===== src/rtl/lkvc_pkg.sv =====
`timescale 1ns / 1ps
// ----------------------------------------------------------------------------
// LRU key-value cache package
// Shared types and constants for the LRU key-value cache core and its
// channel interfaces.
// ----------------------------------------------------------------------------
package lkvc_pkg;

    // Width of a key or a stored value.
    localparam int DATA_W = 32;

    // Width of the capacity register.
    localparam int CAP_W = 4;

    // Default number of physical entries.
    localparam int CAPACITY_DEFAULT = 8;

    typedef logic signed [DATA_W-1:0] data_t;
    typedef logic [CAP_W-1:0]         cap_t;

    // Request codes.
    typedef enum logic
    {
        REQ_GET = 1'b0,
        REQ_PUT = 1'b1
    } req_type_t;

    // Capacity register value after reset.
    localparam cap_t CAP_RESET = cap_t'(8);

    // Read value returned by a get that misses, and by every put.
    localparam data_t GET_MISS_VALUE = data_t'(-1);
    localparam data_t PUT_READ_VALUE = data_t'(0);

endpackage


===== src/rtl/lkvc_ifs.sv =====
`timescale 1ns / 1ps
// ----------------------------------------------------------------------------
// LRU key-value cache channel interfaces
// Valid/ready channels for request words and response words.
// ----------------------------------------------------------------------------
interface lkvc_req_if
    import lkvc_pkg::*;
();
    logic      valid;
    logic      ready;
    req_type_t req_type;
    data_t     key;
    data_t     value;

    modport source
    (
        output valid,
        input  ready,
        output req_type,
        output key,
        output value
    );

    modport sink
    (
        input  valid,
        output ready,
        input  req_type,
        input  key,
        input  value
    );
endinterface

interface lkvc_rsp_if
    import lkvc_pkg::*;
();
    logic  valid;
    logic  ready;
    logic  found;
    data_t read_value;

    modport source
    (
        output valid,
        input  ready,
        output found,
        output read_value
    );

    modport sink
    (
        input  valid,
        output ready,
        input  found,
        input  read_value
    );
endinterface


===== src/rtl/lru_key_value_cache_core.sv =====
`timescale 1ns / 1ps
// ----------------------------------------------------------------------------
// LRU key-value cache core
// Fully associative key-value store with least-recently-used replacement.
// ----------------------------------------------------------------------------
// The core takes one request word (get or put) per clock cycle while it is
// not stalled and returns exactly one response word for each, in order. A
// request is registered in the input register on acceptance; once the output
// register is free it is compared against all entries in parallel, the
// recency ranks and the entry contents are updated, and the response is
// loaded into the output register. The sustained rate is one word per cycle
// while responses are taken; the input side keeps taking words while a
// response waits to be taken, and only stalls when both the input register
// and the output register are full.
// A get that hits returns the stored value and makes the entry most recent;
// a get that misses returns found = 0 with read value -1. A put updates or
// inserts the pair as most recent, with read value 0 and found = hit. When
// the store already holds cfg capacity entries, a put miss evicts the least
// recent one. The capacity register (cfg_wdata on cfg_we) takes effect
// between 1 and CAPACITY: 0 acts as 1 and larger values act as CAPACITY.
// Lowering it below the current fill does not drop entries; each later put
// miss replaces the least recent entry. Write it only while the core is idle.
// ----------------------------------------------------------------------------
module lru_key_value_cache_core
    import lkvc_pkg::*;
#(
    parameter int CAPACITY = CAPACITY_DEFAULT
)
(
    input  logic           clk,
    input  logic           rst_n,
    lkvc_req_if.sink       req,
    lkvc_rsp_if.source     rsp,
    input  logic           cfg_we,
    input  cap_t           cfg_wdata
);

    localparam int IDX_W  = (CAPACITY > 1) ? $clog2(CAPACITY) : 1;
    localparam int RANK_W = IDX_W;
    localparam int CNT_W  = $clog2(CAPACITY + 1);

    typedef logic [IDX_W-1:0]  idx_t;
    typedef logic [RANK_W-1:0] rank_t;
    typedef logic [CNT_W-1:0]  cnt_t;

    // ------------------------------------------------------------------
    // State
    // ------------------------------------------------------------------
    cap_t          cap_reg;

    logic          in_valid_reg;
    req_type_t     in_type_reg;
    data_t         in_key_reg;
    data_t         in_value_reg;

    logic          rsp_valid_reg;
    logic          found_reg;
    data_t         read_value_reg;

    // Entry contents are only read while the entry is valid, so they
    // carry no reset.
    data_t         entry_key_reg  [CAPACITY];
    data_t         entry_data_reg [CAPACITY];
    logic [CAPACITY-1:0] entry_valid_reg;
    logic [CAPACITY-1:0] entry_valid_next;
    rank_t         rank_reg  [CAPACITY];
    rank_t         rank_next [CAPACITY];
    cnt_t          count_reg;
    cnt_t          count_next;

    // ------------------------------------------------------------------
    // Handshake
    // ------------------------------------------------------------------
    logic in_fire;
    logic out_free;
    logic proc;

    assign out_free  = !rsp_valid_reg || rsp.ready;
    assign proc      = in_valid_reg && out_free;
    assign req.ready = !in_valid_reg || proc;
    assign in_fire   = req.valid && req.ready;

    assign rsp.valid      = rsp_valid_reg;
    assign rsp.found      = found_reg;
    assign rsp.read_value = read_value_reg;

    // ------------------------------------------------------------------
    // Lookup and replacement decision
    // ------------------------------------------------------------------
    logic [CAPACITY-1:0] match_vec;
    logic  hit;
    idx_t  hit_idx;
    idx_t  free_idx;
    idx_t  lru_idx;
    idx_t  slot;
    cnt_t  eff_cap;
    cnt_t  limit;
    logic  full;
    logic  is_put;
    logic  update_rank;
    logic  write_data;
    logic  write_key;
    rank_t lru_rank;

    // Effective capacity is the register clamped into 1..CAPACITY.
    always_comb
    begin
        if (cap_reg == '0)
        begin
            eff_cap = cnt_t'(1);
        end
        else if ({{(32-CAP_W){1'b0}}, cap_reg} > 32'(CAPACITY))
        begin
            eff_cap = cnt_t'(CAPACITY);
        end
        else
        begin
            eff_cap = cnt_t'(cap_reg);
        end
    end

    assign is_put   = (in_type_reg == REQ_PUT);
    assign full     = (count_reg >= eff_cap);
    assign lru_rank = rank_t'(count_reg - cnt_t'(1));

    always_comb
    begin
        hit      = 1'b0;
        hit_idx  = '0;
        free_idx = '0;
        lru_idx  = '0;
        for (int j = 0; j < CAPACITY; j++)
        begin
            match_vec[j] = entry_valid_reg[j] && (entry_key_reg[j] == in_key_reg);
        end
        // Lowest-numbered match; keys are unique, so at most one matches.
        for (int j = CAPACITY - 1; j >= 0; j--)
        begin
            if (match_vec[j])
            begin
                hit     = 1'b1;
                hit_idx = idx_t'(j);
            end
            if (!entry_valid_reg[j])
            begin
                free_idx = idx_t'(j);
            end
            // Valid ranks are distinct 0..count-1, so the oldest entry is
            // the one whose rank is count-1.
            if (entry_valid_reg[j] && (rank_reg[j] == lru_rank))
            begin
                lru_idx = idx_t'(j);
            end
        end
    end

    always_comb
    begin
        if (hit)
        begin
            slot  = hit_idx;
            limit = cnt_t'(rank_reg[hit_idx]);
        end
        else if (full)
        begin
            slot  = lru_idx;
            limit = count_reg - cnt_t'(1);
        end
        else
        begin
            slot  = free_idx;
            limit = count_reg;
        end
    end

    assign update_rank = proc && (hit || is_put);
    assign write_data  = proc && is_put;
    assign write_key   = proc && is_put && !hit;

    // ------------------------------------------------------------------
    // Recency, valid and fill updates
    // ------------------------------------------------------------------
    always_comb
    begin
        entry_valid_next = entry_valid_reg;
        count_next       = count_reg;
        for (int j = 0; j < CAPACITY; j++)
        begin
            rank_next[j] = rank_reg[j];
            if (update_rank)
            begin
                if (idx_t'(j) == slot)
                begin
                    rank_next[j] = '0;
                end
                else if (entry_valid_reg[j] && (cnt_t'(rank_reg[j]) < limit))
                begin
                    rank_next[j] = rank_reg[j] + rank_t'(1);
                end
            end
        end
        if (write_key)
        begin
            entry_valid_next[slot] = 1'b1;
            if (!full)
            begin
                count_next = count_reg + cnt_t'(1);
            end
        end
    end

    always_ff @(posedge clk or negedge rst_n)
    begin
        if (!rst_n)
        begin
            entry_valid_reg <= '0;
            count_reg       <= '0;
            for (int j = 0; j < CAPACITY; j++)
            begin
                rank_reg[j] <= '0;
            end
        end
        else
        begin
            entry_valid_reg <= entry_valid_next;
            count_reg       <= count_next;
            for (int j = 0; j < CAPACITY; j++)
            begin
                rank_reg[j] <= rank_next[j];
            end
        end
    end

    always_ff @(posedge clk)
    begin
        if (write_data)
        begin
            entry_data_reg[slot] <= in_value_reg;
        end
        if (write_key)
        begin
            entry_key_reg[slot] <= in_key_reg;
        end
    end

    // ------------------------------------------------------------------
    // Configuration, input register and output register
    // ------------------------------------------------------------------
    always_ff @(posedge clk or negedge rst_n)
    begin
        if (!rst_n)
        begin
            cap_reg       <= CAP_RESET;
            in_valid_reg  <= 1'b0;
            rsp_valid_reg <= 1'b0;
        end
        else
        begin
            if (cfg_we)
            begin
                cap_reg <= cfg_wdata;
            end
            if (in_fire)
            begin
                in_valid_reg <= 1'b1;
            end
            else if (proc)
            begin
                in_valid_reg <= 1'b0;
            end
            if (proc)
            begin
                rsp_valid_reg <= 1'b1;
            end
            else if (rsp.ready)
            begin
                rsp_valid_reg <= 1'b0;
            end
        end
    end

    always_ff @(posedge clk)
    begin
        if (in_fire)
        begin
            in_type_reg  <= req.req_type;
            in_key_reg   <= req.key;
            in_value_reg <= req.value;
        end
        if (proc)
        begin
            found_reg <= hit;
            if (is_put)
            begin
                read_value_reg <= PUT_READ_VALUE;
            end
            else if (hit)
            begin
                read_value_reg <= entry_data_reg[hit_idx];
            end
            else
            begin
                read_value_reg <= GET_MISS_VALUE;
            end
        end
    end

    // ------------------------------------------------------------------
    // Assertions
    // ------------------------------------------------------------------
    a_count_matches_valid: assert property (
        @(posedge clk) disable iff (!rst_n)
        $countones(entry_valid_reg) == 32'(count_reg))
        else $error("fill count differs from number of valid entries");

    a_count_bounded: assert property (
        @(posedge clk) disable iff (!rst_n)
        32'(count_reg) <= 32'(CAPACITY))
        else $error("fill count exceeds capacity");

    a_unique_keys: assert property (
        @(posedge clk) disable iff (!rst_n)
        in_valid_reg |-> $onehot0(match_vec))
        else $error("key matches more than one valid entry");

    a_put_leaves_entry: assert property (
        @(posedge clk) disable iff (!rst_n)
        (proc && is_put) |=> (count_reg != '0))
        else $error("store empty after a put");

    a_response_follows: assert property (
        @(posedge clk) disable iff (!rst_n)
        proc |=> rsp_valid_reg)
        else $error("processed request produced no response");

endmodule

===== src/flat_wrapper.sv =====
// flat-port wrapper written by rule: the top's interface ports become plain ports
module lru_key_value_cache_core_flat import lkvc_pkg::*;
#(
    parameter int CAPACITY = CAPACITY_DEFAULT
)
  (clk, rst_n, cfg_we, cfg_wdata, req_valid, req_ready, req_req_type, req_key, req_value, rsp_valid, rsp_ready, rsp_found, rsp_read_value);
  lkvc_req_if req_i ();
  lkvc_rsp_if rsp_i ();
  input  logic clk;
  input  logic rst_n;
  input  logic cfg_we;
  input  cap_t cfg_wdata;
  input wire logic [$bits(req_i.valid)-1:0] req_valid;
  output wire logic [$bits(req_i.ready)-1:0] req_ready;
  input wire logic [$bits(req_i.req_type)-1:0] req_req_type;
  input wire logic [$bits(req_i.key)-1:0] req_key;
  input wire logic [$bits(req_i.value)-1:0] req_value;
  output wire logic [$bits(rsp_i.valid)-1:0] rsp_valid;
  input wire logic [$bits(rsp_i.ready)-1:0] rsp_ready;
  output wire logic [$bits(rsp_i.found)-1:0] rsp_found;
  output wire logic [$bits(rsp_i.read_value)-1:0] rsp_read_value;
  assign req_i.valid = req_valid;
  assign req_ready = req_i.ready;
  assign req_i.req_type = req_req_type;
  assign req_i.key = req_key;
  assign req_i.value = req_value;
  assign rsp_valid = rsp_i.valid;
  assign rsp_i.ready = rsp_ready;
  assign rsp_found = rsp_i.found;
  assign rsp_read_value = rsp_i.read_value;
  lru_key_value_cache_core #(.CAPACITY(CAPACITY)) u_core (.clk(clk), .rst_n(rst_n), .req(req_i), .rsp(rsp_i), .cfg_we(cfg_we), .cfg_wdata(cfg_wdata));
endmodule

===== config.mk =====
export PLATFORM = sky130hd
export DESIGN_NAME = lru_key_value_cache_core_flat
export DESIGN_NICKNAME = d
export VERILOG_FILES = /design/src/rtl/lkvc_pkg.sv /design/src/rtl/lkvc_ifs.sv /design/src/rtl/lru_key_value_cache_core.sv /design/src/flat_wrapper.sv
export SDC_FILE = /design/constraint.sdc
export NUM_CORES = 1
export LEC_CHECK = 0
export BUFFER_PORTS_ARGS = -buffer_cell sky130_fd_sc_hd__buf_2
export CAP_MARGIN = 15
export CORE_MARGIN = 2
export CORE_UTILIZATION = 62
export DETAILED_ROUTE_END_ITERATION = 8
export PLACE_DENSITY = 0.87
export SETUP_SLACK_MARGIN = 0.15
export SYNTH_ARGS = -nofsm -noshare
export SYNTH_HDL_FRONTEND = slang
export SYNTH_SLANG_ARGS = --single-unit

===== constraint.sdc =====
create_clock -name clk -period 13.5 [get_ports clk]
set_input_delay 2.025 -clock clk [delete_from_list [all_inputs] [get_ports clk]]
set_output_delay 2.025 -clock clk [all_outputs]
set_load 0.005 [all_outputs]

==> results.md, run 1 <==
* Gpl congestion at 0.913
* Crit. End Element: flop
* YS warnings at 0
* Setup CP Type: flop to flop
* # DRC at 0
* Post-synth top cells: edfxtp_1 (610), xor2_1 (214), a21oi_1 (92)
* Hold Fails Final Rpt at 0
* Worst ir drop on vdd at 168 uV
* Antenna violations before repair at 0
* Via count at 17300
* Number of CTS-inserted buffers at 66
* Critical path launch point type: flop
* Crit Path Max Fanout at 69
* Worst hold start: u_core.in_valid_reg
* Ys async rst share at 6.44%
* Family with the most delay on the worst path: simple AND/OR/NAND/NOR gates
* R2R Path Start: u_core.in_key_reg[15]
* TritonRoute pass-1 iters at 5
* Setup violations, final at 0
* MaxCap Viol Count at 0
* Synth top area share at 65.0%
* Crit path buf inv count at 1
* Final Critical Period at 6.11 ns
* Worst path slowest cell: edfxtp_1
* Post-Synth Adder-Cell Area at 1.33%
* Setup TNS at 0 ns
* Main combinational cell family by area after synthesis: simple AND/OR/NAND/NOR gates
* Remaining antenna violation count at 0
* Most common cell in the netlist: edfxtp_1
* # hold bufs at CTS at 0
* Initial core utilization at 62.5%
* Multi-input logic area at 8380 um2
* DP HPWL at 44800 um
* Critical-path cell list: xor2_1 -> nor4_1 -> nand4b_1 -> nor4_1 -> a21oi_1 -> o211ai_4 -> buf_4 -> mux2i_1 -> a21o_1 -> mux2i_1 -> ha_1 -> o21ai_0 -> a21oi_1 -> o22ai_1 -> and4_1 -> a2bb2oi_1
* Clock tree from TritonCTS: built
* Vias in the first global route at 17400
* Io pins at 109
* Share of layout cells above drive strength 1 at 13.2%
* Synth Area in Compound Gates at 6.72%
* Worst path max stage delay at 0.87 ns
* DR iter-0 viols at 1978
* Data arrival, critical path at 6.64 ns
* Unique masters post-synth at 68
* Die area at 47200 um2
* Clk_skew at 0.0282 ns
* Number of synthesized flops with an enable pin at 610
* Core ar. at 45100 um2
* CTS Root Cell: clkbuf_16
* Diode count at 0
* RSZ-0062 raised after global routing: no
* Top post-synthesis cells by area: edfxtp_1 (65%), xor2_1 (6.6%), dfrtp_1 (3.6%)
* P_leak at 10.5 nW
* Area grow syn2layout at 11.9%
* Post-CTS Resized at 0
* Simple-gate portion of the synthesized area at 9.41%
* Layout net count at 2156
* PD cells at 195 nW/um2
* Critical path launch point: u_core.in_key_reg[15]
* Die width at 217 um
* Worst EP required at 14.03 ns
* Slew headroom at 20.8%
* Clock Sinks at 652
* GRT Total Usage at 30.4%
* FMAX at 0.164 GHz
* Worst skew pair latency at 0.61 ns
* DRT Wirelength at 71200 um
* Global route overflow at 0
* XOR/XNOR Fraction of Synth Area at 8.86%
* Die H at 217 um
* Syn nets at 2040
* Reg clk slew, reported paths at 0.06 ns
* Tightest Pin Transition at 1.19 ns
* Number of synthesized register bits at 652
* Number of fill cells at 2872
* Deepest clock path buffer count at 3
* Row count at 78
* Main synth FF type: edfxtp_1
* Largest net degree at the start of global routing at 70
* Routed vias/inst at 6.43
* Setup bufs post-CTS at 0
* Gate Count Post-Synth at 1936
* Hold crit path type: flop to flop
* Cell taking the most area after synthesis: edfxtp_1
* Port bufs at 108
* Global-route wire length before repair at 106000 um
* Final period util at 45.3%
* Status: completed
* Flip-flop and latch area at 19400 um2
* Hold_ws at 0.503 ns
* Synthesized area at 28200 um2
* Final Max Slew Viols at 0
* Routed WL per cell at 26.4 um
* CTS H-tree lvls at 3
* Mux cell area share after synthesis at 2.97%
* Average size of a mapped cell at 14.6 um2
* Sequential area share after synthesis at 68.7%
-- cell families after synthesis --
| kind of cell | Yosys count |
|---|---|
| AOI/OAI and AO/OA | 286 |
| xor gates and xnor gates | 282 |
| adders and majority gates | 30 |
| buffers and inverters | 133 |
| DFF | 652 |
| muxes | 83 |
| and+or+nand+nor | 470 |
-- final cells by class --
type | instances | share of cell area, %
inverter | 38 | 0.452
sequential | 652 | 61.4
tap | 600 | 2.38
clock inverter | 31 | 1.01
timing repair buffer | 143 | 2.63
multi-input combinational | 1151 | 26.6
clock buffer | 81 | 5.55
-- metrics by stage --
| step | area [um2] | power [W] | setup WS, ns | cells | utilization [%] |
|---|---|---|---|---|---|
| 2_1_floorplan | 28200 | 0.00385 | 5.44 | 1936 | - |
| 3_3_place_gp | 29400 | 0.00429 | 7.57 | 2582 | 65.3 |
| 5_1_grt | 31500 | 0.00641 | 6.96 | 2696 | 70.0 |
| 3_5_place_dp | 29400 | 0.00437 | 7.49 | 2582 | 65.3 |
| 6_report | 31500 | 0.00617 | 7.39 | 2696 | 70.0 |
| 4_1_cts | 31500 | 0.00615 | 7.47 | 2694 | 69.9 |
-- layer usage --
metal  up-vias  part of all wire, %  GRT usage [%]  routed length (um)
li1       7602                    -              -                   -
met1      8674                   39           40.7               28100
met2       911                   49           49.9               35000
met3       158                  7.9           5.16                5660
met4         0                  3.5           12.5                2490
met5         -                    0              0                   0
-- power breakdown --
group          total, W  switching, W  internal, W
clock           0.00178      0.000763      0.00102
combinational   0.00156       0.00102     0.000540
sequential      0.00282      0.000230      0.00259
-- worst register-to-register path: cells and delay by family, from the launching register on --
| family | cells | cell delay [ns] |
|---|---|---|
| AO/OA/AOI/OAI | 7 | 1.42 |
| XOR/XNOR | 1 | 0.36 |
| adder cells (fa/ha/maj) | 1 | 0.36 |
| buffers and inverters | 1 | 0.66 |
| flip-flops | 1 | 0.87 |
| multiplexers | 2 | 0.89 |
| AND/OR/NAND/NOR | 4 | 1.49 |
-- cells in the final DEF, fill, tap and decap left out, types with 19 or more instances in the layout --
cell and n:
a21oi_1 91, o21ai_0 22, nor3_1 24, xor2_1 214, nand2_1 43, ha_1 30, xnor2_1 66, mux2i_1 79
nand2b_1 19, nor4_1 82, nand4_1 35, nor2_1 70, clkbuf_16 67, edfxtp_1 610, o22ai_1 40, nand3_1 43
buf_2 108, a211oi_1 67, inv_1 38, dfrtp_1 41, nor2b_1 68, buf_4 33
-- path summary, 6_finish.rpt --
path,cells after the start,slack (ns),end
setup / recovery,16,7.39,u_core.rank_reg[17]
hold reg to reg,1,0.50,u_core.rsp.valid
hold / removal,1,0.50,u_core.rsp.valid
setup reg to reg,16,7.39,u_core.rank_reg[17]
min in group asynchronous,1,1.58,u_core.entry_valid_reg[0]
max in group asynchronous,1,11.31,u_core.rank_reg[4]
Note: power is estimated with default switching activity, not from simulation.
==> run 2, diff against run 1 <==
- CORE_UTILIZATION: 62 -> 56
- PLACE_DENSITY: 0.87 -> 0.83
- clock period: 13.5 -> 5.48 ns (I/O delays scaled with it)
==> run 2 against run 1 <==
  * Maximum frequency rose by 19%
  * Final cell count rose by 5.5%
  * First-iteration DRC count rose by 2.2%
  * Highest routed layer unchanged
  * Clock power rose to 2.5 times the previous value
  * Critical path depth fell by 3
  * Utilization fell by 5.2 points
  * Non-clock buffer count rose by 68
  * Clock skew rose by 0.0085 ns
  * Final area rose by 2.6%
  * Global-route usage fell by 3.7 points
  * Worst hold slack got worse by 0.13 ns
  * Flip-flop and latch count did not move
==> results.md, run 2 (synthesis gave the netlist of run 1 again) <==
* Critical-path cell list: xor2_1 -> nor4_1 -> nand4b_1 -> nor4_1 -> buf_4 -> o211ai_1 -> a21oi_4 -> buf_4 -> buf_4 -> mux2i_1 -> a21oi_1 -> o22ai_1 -> nor2_1
* Vias in the first global route at 17900 (+2.8%)
* Core ar. at 50000 um2 (+11%)
* Area grow syn2layout at 14.8%
* Hold crit path type: input pin to flop
* Global-route wire length before repair at 106000 um (about the same)
* Diode count at 0 (unchanged)
* Final Max Slew Viols at 0 (unchanged)
* CTS H-tree lvls at 3 (unchanged)
* FMAX at 0.195 GHz (+19%)
* Family with the most delay on the worst path: buffers and inverters
* Setup violations, final at 0 (unchanged)
* Final Critical Period at 5.14 ns (-0.974 ns)
* Critical path launch point type: flop
* # DRC at 0 (unchanged)
* Multi-input logic area at 8410 um2 (+0.30%)
* TritonRoute pass-1 iters at 6 (+1)
* Global route overflow at 0 (unchanged)
* Post-CTS Resized at 0 (unchanged)
* Die H at 228 um (+5.1%)
* DR iter-0 viols at 2022 (+2.2%)
* Non-Filler Instances at 2843 (+5.5%)
* Commonest non-fill, non-tap cell in the layout: edfxtp_1
* MaxCap Viol Count at 0 (unchanged)
* Most frequent cells in the layout: edfxtp_1 (610), xor2_1 (214), buf_2 (108)
* P_leak at 10.9 nW (+3.6%)
* Gpl congestion at 0.959 (+5.1%)
* Data arrival, critical path at 5.49 ns (-1.15 ns)
* Clock Sinks at 652 (unchanged)
* Setup ws final at 0.341 ns (-7.05 ns)
* Layout net count at 2225 (+3.2%)
* Worst path max stage delay at 0.88 ns (about the same)
* Deepest clock path buffer count at 3 (unchanged)
* Setup bufs post-CTS at 0 (unchanged)
* Share of layout cells above drive strength 1 at 15.9% (+2.7 points)
* Worst EP required at 5.83 ns (-8.20 ns)
* R2R Setup Slk at 0.34 ns (-7.05 ns)
* Clk_skew at 0.0366 ns (+0.00847 ns)
* Via count at 17600 (+1.6%)
* PD cells at 475 nW/um2 (+140%)
* Reg2reg path depth at 13 (-3)
* Setup CP Type: flop to flop
* Die area at 52100 um2 (+11%)
* Worst skew pair latency at 0.63 ns (+0.02 ns)
* Worst ir drop on vdd at 327 uV (+95%)
* Crit Path Max Fanout at 39 (-43%)
* Crit. End Element: flop
* Row count at 82 (+5.1%)
* Final period util at 93.8% (+48 points)
* GRT Total Usage at 26.7% (-3.7 points)
* Io pins at 109 (unchanged)
* Antenna violations before repair at 1 (+1)
* Routed vias/inst at 6.20 (-3.6%)
* Crit path buf inv count at 3 (+2)
* Number of fill cells at 3384 (+18%)
* Largest net degree at the start of global routing at 74 (+5.7%)
* Die width at 228 um (+5.1%)
* DP HPWL at 43600 um (-2.6%)
* RSZ-0062 raised after global routing: no
* Flip-flop and latch area at 19400 um2 (unchanged)
* Routed WL per cell at 24.5 um (-7.4%)
* Remaining antenna violation count at 0 (unchanged)
* Port bufs at 108 (unchanged)
* Hold Fails Final Rpt at 0 (unchanged)
* Clock tree from TritonCTS: built
* FF-to-FF End: u_core.rsp.read_value[23]
* Number of CTS-inserted buffers at 67 (+1.5%)
* Levels on crit path at 13 (-3)
* CP endpoint: u_core.rsp.read_value[23]
* # hold bufs at CTS at 0 (unchanged)
* CP dominant cell by count: buf_4
* Place WS at 0.456 ns (-7.04 ns)
* R2R Path Start: u_core.in_key_reg[11]
* Initial core utilization at 56.4% (-6.1 points)
* Placed instance count at 2711 (+5.0%)
* Worst path slowest cell: edfxtp_1
* Status: completed
* Slew headroom at 31.3% (+11 points)
* Critical path launch point: u_core.in_key_reg[11]
* CTS Root Cell: clkbuf_16
* Reg clk slew, reported paths at 0.06 ns (about the same)
* DRT Wirelength at 69600 um (-2.3%)
* Tightest Pin Transition at 1.03 ns (-0.155 ns)
==> run 2: cell types whose count changed in the layout (fill, tap and decap cells not counted), sizes merged <==
cell,previous run,this run
buf,143,211
bufinv,5,3
clkbuf,81,87
clkinv,21,20
clkinvlp,2,4
inv,41,43
==> run 2: where the power goes <==
| group | leakage, nW | internal, W | switching, W |
|---|---|---|---|
| clock | 1.02 | 0.00249 | 0.00196 |
| combinational | 3.88 | 0.00148 | 0.00250 |
| sequential | 6.03 | 0.00638 | 0.000540 |
==> run 2: per-layer routing <==
layer	wire length [um]	part of all wire (%)	track usage (%)	vias to the layer above
met4	2600	3.7	11.7	0
met2	33300	48	43.3	1005
met1	27600	40	35.9	8681
met3	6110	8.8	4.60	189
li1	-	-	-	7750
met5	0	0	0	-
==> run 2: worst min-delay path by stage <==
stage	from	to	slack (ns)	cells after the start
2_1_floorplan	u_core.in_valid_reg	u_core.rsp.valid	0.45	1
3_3_place_gp	u_core.in_valid_reg	u_core.rsp.valid	0.47	1
3_5_place_dp	u_core.in_valid_reg	u_core.rsp.valid	0.50	1
4_1_cts	req_key[21]	u_core.in_key_reg[21]	0.35	1
5_1_grt	req_key[11]	u_core.in_key_reg[11]	0.36	1
6_report	req_key[24]	u_core.in_key_reg[24]	0.37	1
==> run 2: final cells by class <==
type / count / share of cell area (%)
Sequential cell: 652 / 59.9
Multi-Input combinational cell: 1151 / 26.0
Clock buffer: 87 / 5.54
Timing Repair Buffer: 211 / 4.56
Tap cell: 672 / 2.60
Clock inverter: 32 / 1.01
Inverter: 38 / 0.441
==> run 2: metrics by stage <==
step | util [%] | setup TNS (ns) | total power (W) | cell area (um2) | hold WS (ns)
floorplan | - | -62.09 | 0.00950 | 28200 | 0.450
global placement | 60.3 | 0 | 0.0107 | 30100 | 0.468
detailed placement | 60.3 | 0 | 0.0109 | 30100 | 0.499
CTS | 64.5 | 0 | 0.0153 | 32200 | 0.351
global route | 64.8 | 0 | 0.0160 | 32400 | 0.358
finish | 64.8 | 0 | 0.0154 | 32400 | 0.369
